--- src/design/sorted_table_prefix_range_search_unit_macros.svh ---
// Assertion macros for the sorted-table prefix range search unit.
// Included by the top level; expects clk and rst_n in scope.
`ifndef SORTED_TABLE_PREFIX_RANGE_SEARCH_UNIT_MACROS_SVH
`define SORTED_TABLE_PREFIX_RANGE_SEARCH_UNIT_MACROS_SVH

// Consequent checked in the same cycle as the antecedent.
`define STPRS_ASSERT_SAME(lbl, ante, cons, msg) \
    lbl: assert property (@(posedge clk) disable iff (!rst_n) (ante) |-> (cons)) \
        else $error(msg);

// Consequent checked in the cycle after the antecedent.
`define STPRS_ASSERT_NEXT(lbl, ante, cons, msg) \
    lbl: assert property (@(posedge clk) disable iff (!rst_n) (ante) |=> (cons)) \
        else $error(msg);

`endif

--- src/design/stprs_ram.sv ---
// Generic single-write, single-read RAM with registered read data.
// No dependencies.
module stprs_ram #(
    parameter int WIDTH = 8,
    parameter int DEPTH = 64
) (
    input  logic                     clk,
    input  logic                     we,
    input  logic [$clog2(DEPTH)-1:0] waddr,
    input  logic [WIDTH-1:0]         wdata,
    input  logic                     re,
    input  logic [$clog2(DEPTH)-1:0] raddr,
    output logic [WIDTH-1:0]         rdata
);

    logic [WIDTH-1:0] mem_reg [DEPTH];
    logic [WIDTH-1:0] rdata_reg;

    always_ff @(posedge clk)
    begin
        if (we)
        begin
            mem_reg[waddr] <= wdata;
        end
        if (re)
        begin
            rdata_reg <= mem_reg[raddr];
        end
    end

    assign rdata = rdata_reg;

endmodule

--- config.mk ---
export PLATFORM = sky130hd
export DESIGN_NAME = stprs_ram
export DESIGN_NICKNAME = d
export VERILOG_FILES = /design/src/design/sorted_table_prefix_range_search_unit_macros.svh /design/src/design/stprs_ram.sv
export SDC_FILE = /design/constraint.sdc
export NUM_CORES = 1
export LEC_CHECK = 0
export BUFFER_PORTS_ARGS = -buffer_cell sky130_fd_sc_hd__buf_2
export CAP_MARGIN = 20
export CORE_ASPECT_RATIO = 1.2
export CORE_MARGIN = 2
export CORE_UTILIZATION = 26
export CTS_BUF_LIST = sky130_fd_sc_hd__clkbuf_8
export DETAILED_ROUTE_END_ITERATION = 6
export MAX_ROUTING_LAYER = met4
export PLACE_DENSITY = 0.39
export SYNTH_ARGS = -nofsm -noshare
export SYNTH_HDL_FRONTEND = slang
export SYNTH_SLANG_ARGS = --single-unit
--- constraint.sdc ---
create_clock -name clk -period 3.45 [get_ports clk]
set_input_delay 0.8625 -clock clk [delete_from_list [all_inputs] [get_ports clk]]
set_output_delay 0.8625 -clock clk [all_outputs]
set_load 0.01 [all_outputs]
==> flow_summary.yaml <==
cts:
  numCtsBuffers: 86
  cts_max_level: 3
  postCtsSetupRepairBufs: 0
  insertion_delay_ns: 0.66
  clk_pin_slew_ns: 0.06
  cts_tree: "done"
  cts_hold_buffers: 0
  clock_sinks: 520
  cts.path.max_buffers: 3
  ctsResizeCount: 0
  cts_root_buf: "clkbuf_8"
sta:
  fmax_mhz: 378
  rsz0062_at_grt: "no"
  period_minus_slack_ns: 2.64
  drv_slew: 0
  worst_pin_slew_ns: 0.893
  timing.final.ws_setup_ns: 0.806
  slew-limit-headroom: 0.405
  fin_worst_skew_ns: 0.0257
  finalSetupTns_ns: 0
  hold_viol: 0
  fin_crit_sh: 0.767
  setup_viol: 0
worst_setup_path:
  path_class: "in -> reg"
  worst_setup_path_end_kind: "flip-flop"
  start_kind: "input pin"
  path_max_fanout: 30
  cp_data_required_time_ns: 3.84
  arrival_ns: 3.03
synthesis:
  avgSynthCellArea_um2: 21.5
  ys_async_sr_fraction: 0
  synth-compound-area-share: 0.0206
  syn-instance-count: 940
  ys.flop_type: "edfxtp_1"
  synth_simple_gate_area_share: 0.0337
  synth_edf_count: 520
  synthXorXnorAreaFrac: 0
  ys_ff_latch: 520
  synth_top_cell_by_area: "edfxtp_1"
  synth_area_leaders: "edfxtp_1 (77%), mux4_2 (14%), nor2_1 (1.5%)"
  syn-num-nets: 963
  synth_area_mm2: 0.0202
  synth_cell_types: 39
  ys_warn_count: 0
  synthAdderAreaFrac: 0
  synth_top_family_by_area: "multiplexers"
  synth.mux.area_fraction: 0.159
  ys_seq_area_frac: 0.771
  yosysTopAreaCellShare: 0.771
place:
  place_congestion: 0.749
  dp_cells: 2074
  place_hpwl_um: 36000
  pre_cts_slack_ns: 0.0581
  numPortBuffers: 30
  post_dp_cell_area_mm2: 0.0225
route:
  drt-total-wl_um: 55200
  drc: 0
  routed_via_density: 4.48
  avgRoutedWirePerCell_um: 24.8
  drtIter0Drc: 779
  num_vias: 9960
  ant_nets: 0
  drt-pass1-iter-count: 5
grt:
  grtUsageTotal: 0.145
  antenna_found_initial: 4
  grt-ovfl-total: 0
  grt_pass1_vias: 10900
  grt_max_degree: 45
  grt_pass1_wl_um: 79400
floorplanning:
  die_area_mm2: 0.0801
  initial_core_util: 0.261
  die_w_um: 259
  core_area_mm2: 0.0775
  num_rows: 112
  io_pins: 31
  die_h_um: 310
final_layout:
  fin_cells: 2225
  area_growth_syn_to_layout_pct: 18.8
  mostFrequentLayoutCell: "edfxtp_1"
  final_cell_mix: "edfxtp_1 (520), mux4_2 (126), buf_4 (122)"
  fin_area_mm2: 0.0240
  layout.nets: 1159
  largest_reg_flops: 512
  drive_above_1_share: 0.340
worst_hold_path:
  hold_path.class: "in -> reg"
power:
  power_density_mw_per_mm2: 536
  ir_worst_vdd_uv: 197
  finalPower_mw: 12.9
  p_leak_nw: 7.66
outcome:
  status: "finished, final reports clean"
job:
  maxCapViolCount: 0
-- routing by layer --
layer  GRT usage  vias up  share of wire
li1            -     4341              -
met1       0.179     5291           0.42
met2       0.236      225           0.50
met3      0.0281      103          0.045
met4      0.0546        0          0.031
met5           -        -              0
-- cell type report --
| class | count | area, µm² |
|---|---|---|
| tap | 1026 | 1280 |
| clock buffer | 88 | 1210 |
| timing repair buffer | 159 | 1250 |
| multi-input combinational | 369 | 4320 |
| antenna | 3 | 7.51 |
| clock inverter | 60 | 365 |
| sequential | 520 | 15600 |
| fill | 7463 | 53500 |
-- synth_stat cells, drive strengths merged, types with 6 or more instances --
cell type / number
nand3: 13
clkbuf: 17
nand2b: 7
a221oi: 6
nor2b: 14
edfxtp: 520
mux2i: 23
o221ai: 8
mux4: 126
mux2: 13
nor2: 83
nand2: 19
o22ai: 8
nor3: 7
buf: 34
-- worst max-delay path, cell delays in order --
cell and delay (ns):
buf_8 0.34, mux4_2 0.57, mux2_2 0.29, o221a_2 0.30, nor3_1 0.38, buf_4 0.18
o32ai_1 0.09
-- cell families after synthesis --
kind of cell,Yosys count
simple gates,153
flops,520
mux,162
buf+inv,51
compound gates,54
-- power breakdown --
group	total (mW)	internal, mW	switching [mW]	leakage, nW
Sequential	7.03	7.01	0.0193	4.69
Combinational	0.730	0.283	0.447	2.11
Clock	5.12	2.66	2.46	0.865
-- through the flow --
step	hold slack, ns	utilization
after floorplan	0.797	-
after global placement	0.954	0.290
after detailed placement	0.972	0.290
after CTS	0.518	0.310
after global routing	0.555	0.310
final	0.614	0.310
-- worst paths after layout --
| kind | start | cells after the start | slack [ns] | to |
|---|---|---|---|---|
| hold / removal | re | 1 | 0.61 | rdata[7] |
| setup reg to reg | mem_reg[21][4] | 6 | 1.12 | rdata[4] |
| hold reg to reg | mem_reg[4][7] | 4 | 0.97 | rdata[7] |
| setup / recovery | raddr[0] | 7 | 0.81 | rdata[4] |
(Power assumes the default switching activity.)
