### src/design/sorted_table_prefix_range_search_unit_macros.svh
// Assertion macros for the sorted-table prefix range search unit.
// Included by the top level; expects clk and rst_n in scope.
`ifndef SORTED_TABLE_PREFIX_RANGE_SEARCH_UNIT_MACROS_SVH
`define SORTED_TABLE_PREFIX_RANGE_SEARCH_UNIT_MACROS_SVH

// Consequent checked in the same cycle as the antecedent.
`define STPRS_ASSERT_SAME(lbl, ante, cons, msg) \
    lbl: assert property (@(posedge clk) disable iff (!rst_n) (ante) |-> (cons)) \
        else $error(msg);

// Consequent checked in the cycle after the antecedent.
`define STPRS_ASSERT_NEXT(lbl, ante, cons, msg) \
    lbl: assert property (@(posedge clk) disable iff (!rst_n) (ante) |=> (cons)) \
        else $error(msg);

`endif

### src/design/stprs_pkg.sv
// Shared types and constants for the prefix range search unit.
// No dependencies.
package stprs_pkg;

    localparam int KEY_TEXT_W   = 64;
    localparam int SLOT_W       = 6;
    localparam int LEN_W        = 4;
    localparam int REC_W        = 6;
    localparam int ECNT_W       = 7;
    localparam int RESULT_LIMIT = 64;
    localparam int CNT_W        = 6;

    localparam logic FUNC_LOAD  = 1'b0;
    localparam logic FUNC_QUERY = 1'b1;

    localparam int APB_DATA_W = 32;
    localparam int PADDR_W    = 3;
    localparam int REG_IDX_W  = PADDR_W - 2;
    localparam logic [REG_IDX_W-1:0] REG_ENTRY_COUNT = '0;

    // Result of one prefix compare: eq, or prefix below key (lt).
    typedef struct packed {
        logic eq;
        logic lt;
    } cmp_res_t;

endpackage

### src/design/stprs_cmp.sv
// Prefix comparator: bytewise unsigned compare over at most len characters.
// Depends on stprs_pkg.
module stprs_cmp #(
    parameter int KEY_BYTES = 8
) (
    input  logic [8*KEY_BYTES-1:0]        prefix,
    input  logic [8*KEY_BYTES-1:0]        key,
    input  logic [stprs_pkg::LEN_W-1:0]   len,
    output stprs_pkg::cmp_res_t           res
);

    localparam int KW = 8 * KEY_BYTES;

    logic       done;
    logic [7:0] a;
    logic [7:0] b;

    // First differing byte decides; a shared NUL ends the compare as equal.
    always_comb
    begin
        done   = 1'b0;
        res.eq = 1'b1;
        res.lt = 1'b0;
        a      = '0;
        b      = '0;
        for (int i = 0; i < KEY_BYTES; i++)
        begin
            a = prefix[KW-1-8*i -: 8];
            b = key[KW-1-8*i -: 8];
            if (!done && (stprs_pkg::LEN_W'(i) < len))
            begin
                if (a != b)
                begin
                    done   = 1'b1;
                    res.eq = 1'b0;
                    res.lt = (a < b);
                end
                else if (a == 8'd0)
                begin
                    done = 1'b1;
                end
            end
        end
    end

endmodule

### config.mk
export PLATFORM = sky130hd
export DESIGN_NAME = stprs_cmp
export DESIGN_NICKNAME = d
export VERILOG_FILES = /design/src/design/sorted_table_prefix_range_search_unit_macros.svh /design/src/design/stprs_pkg.sv /design/src/design/stprs_cmp.sv
export SDC_FILE = /design/constraint.sdc
export NUM_CORES = 1
export LEC_CHECK = 0
export ABC_CLOCK_PERIOD_IN_PS = 1700
export BUFFER_PORTS_ARGS = -buffer_cell sky130_fd_sc_hd__buf_2
export CAP_MARGIN = 20
export CORE_MARGIN = 2
export CORE_UTILIZATION = 35
export DETAILED_ROUTE_END_ITERATION = 10
export GPL_ROUTABILITY_DRIVEN = 0
export GPL_TIMING_DRIVEN = 0
export PLACE_DENSITY = 0.79
export SLEW_MARGIN = 20
export SYNTH_ARGS = -nofsm -noshare
export SYNTH_HDL_FRONTEND = slang
export SYNTH_SLANG_ARGS = --single-unit
### constraint.sdc
create_clock -name vclk -period 1.7
set_input_delay 0.085 -clock vclk [all_inputs]
set_output_delay 0.085 -clock vclk [all_outputs]
set_load 0.005 [all_outputs]
==> results.json <==
{
  "yosysTopAreaCellShare_pct": 39.6,
  "tns_ns": -0.667,
  "worstHoldStart": "prefix[15]",
  "power_frac_seq_pct": 0,
  "max-slew-margin-rel_pct": 68.5,
  "fp.dieH_um": 80.0,
  "min_path_cells": 5,
  "synth_top_family_by_area": "adder cells",
  "register_area_um2": 0,
  "synth_adder_area_share_pct": 39.6,
  "power.density_nw_per_um2": 214,
  "finalMaxSlewViolations": 0,
  "rsz0062_at_grt": "yes",
  "p_comb_share_pct": 100.0,
  "setup-violations-final": 2,
  "share_of_post_route_cells_with_drive_strength_above_1_pct": 43.6,
  "p_int_mw": 0.345,
  "detailed_route_wl_um": 5910,
  "yosys-top-cells-count": "66 x inv_1, 64 x ha_1, 15 x a21oi_1, 15 x nor4_1",
  "violations": "setup timing",
  "ant_nets": 0,
  "fin_total_pwr_mw": 0.657,
  "min_path_type": "in -> out",
  "pre_cts_ws_ns": -0.415,
  "synth-seq-area-share_pct": 0,
  "areaGrowthSynthToFinish_pct": 52.0,
  "routed-via-count": 2438,
  "syn_area_per_cell_um2": 7.46,
  "worst_ep_arrival_time_ns": 1.98,
  "worst_ep_required_time_ns": 1.62,
  "num_antenna_cells": 0,
  "power.switching_mw": 0.311,
  "boundaryPins": 134,
  "layout.sequential_cells": 0,
  "synth_area_leader_cell": "ha_1",
  "min_period_ns": 2.06,
  "irDropWorstVdd_uv": 94.0,
  "synth.area.mux_share_pct": 0,
  "holdPathEnd": "res[0]",
  "global_route.overflow_total": 0,
  "count_of_clock_buffers_in_the_final_design": 0,
  "hold_viol": 0,
  "p_clk_share_pct": 0,
  "portBuffers": 132,
  "wl_per_cell_um": 12.3,
  "start_kind": "primary input",
  "synthXorXnorAreaFrac_pct": 0,
  "via_count_of_the_first_global_routing_pass": 2454,
  "remaining_design_rule_violation_count": 0,
  "most_common_cell_in_the_netlist": "inv_1",
  "start_util_pct": 36.5,
  "hpwlAfterDp_um": 5050,
  "grt_util_all_layers_pct": 17.8,
  "netlist_top_cells_area": "ha_1 40%, inv_1 12%, nor4_1 4.6%",
  "synth_nets": 467,
  "grt_antenna_before_repair": 0,
  "max_slew.worst_pin.slew_ns": 0.469,
  "max_freq_mhz": 485,
  "first_iter_violations": 28,
  "design.die.area_um2": 6400,
  "status": "complete, but fails checks",
  "viasPerCell": 5.08,
  "yosysWarningCount": 0,
  "first_pass_iters": 4,
  "synth_compound_gate_area_share_pct": 27.0,
  "critPathKind": "in -> out",
  "grt_max_degree": 11,
  "synth_simple_gate_area_share_pct": 20.2,
  "die_x_um": 80.0,
  "leak_pwr_nw": 1.73,
  "netlist_area_um2": 2020,
  "number_of_distinct_library_cell_variants_in_the_gate_level_netlist_after_synthesis": 43,
  "power_switching_share_pct": 47.4,
  "std_cell_rows": 27,
  "post-route-period-util_pct": 121,
  "grt_pass1_wl_um": 9690,
  "path_max_fanout": 4,
  "fin_nets": 606,
  "placeableCoreArea_um2": 5540,
  "maxCapViolCount": 0,
  "endpoint_kind": "primary output",
  "holdBufCountCts": 0,
  "postSynthCellCount": 271,
  "worst_slack_ns": -0.361
}
placed cells by master, fill, tap and decap left out, types with 3 or more instances in the layout:
cell	n
inv_2	5
a211oi_2	4
nor2b_1	7
nor3_1	3
o211ai_1	6
a211oi_1	4
buf_2	119
nand4_1	11
buf_4	7
buf_6	12
ha_1	55
o21ai_0	10
a21o_1	10
nand2_1	4
inv_1	59
a21oi_1	15
nor4_1	13
ha_4	9
nor2_1	11
a31oi_1	5
layout make-up:
type               instances  area (µm²)
repair buffers           137         779
plain buffers              2        18.8
well taps                 72        90.1
inverters                 66         253
fillers                  499        2470
multi-input cells        203        1930
power groups by stage:
stage / registers, mW / clock network [mW] / logic [mW]
finish: 0 / 0 / 0.657
floorplan: 0 / 0 / 0.324
CTS: 0 / 0 / 0.644
global route: 0 / 0 / 0.750
global placement: 0 / 0 / 0.557
detailed placement: 0 / 0 / 0.576
metrics by stage:
| stage | cells | util [%] | hold slack (ns) | area [µm²] |
|---|---|---|---|---|
| detailed placement | 475 | 50.2 | 0.687 | 2780 |
| CTS | 479 | 54.7 | 0.678 | 3030 |
| finish | 480 | 55.5 | 0.678 | 3070 |
| global placement | 475 | 50.2 | 0.692 | 2780 |
| floorplan | 271 | - | 0.455 | 2030 |
| global route | 480 | 55.5 | 0.713 | 3070 |
worst max-delay path, stage by stage:
cell and delay, ns:
buf_8 0.10, ha_4 0.26, nand4_1 0.17, a211oi_4 0.28
buf_4 0.15, o22ai_2 0.09, nor2_4 0.16, nand3_2 0.09
or3_1 0.30, a31oi_1 0.13, buf_2 0.14
worst max path at each step:
stage | depth (start not counted) | slack, ns | startpoint | endpoint
final | 11 | -0.36 | prefix[42] | res[0]
after CTS | 11 | -0.35 | key[25] | res[0]
after floorplan | 9 | -0.01 | key[63] | res[0]
after detailed placement | 10 | -0.42 | prefix[25] | res[0]
after global placement | 10 | -0.39 | prefix[43] | res[0]
after global routing | 11 | -0.47 | prefix[40] | res[0]
cell families after synthesis:
kind of cell | count (synthesis)
buffers and inverters | 68
AND/OR/NAND/NOR | 65
adder cells (fa/ha/maj) | 64
AO/OA/AOI/OAI | 74
repair_timing:
| item | 4_1_cts | 5_1_grt |
|---|---|---|
| gates resized for setup | 34 | 7 |
| endpoints found under the setup margin | 2 | 2 |
| pin swaps | 18 | 5 |
| setup buffers | 4 | 1 |
per-layer routing:
metal	share of wire, %	wire, µm	track usage, %
met4	0	0	0
met1	43	2530	20.6
met3	5.4	318	0.905
met5	0	0	0
met2	52	3060	37.1
Note: power is estimated with default switching activity, not from simulation.
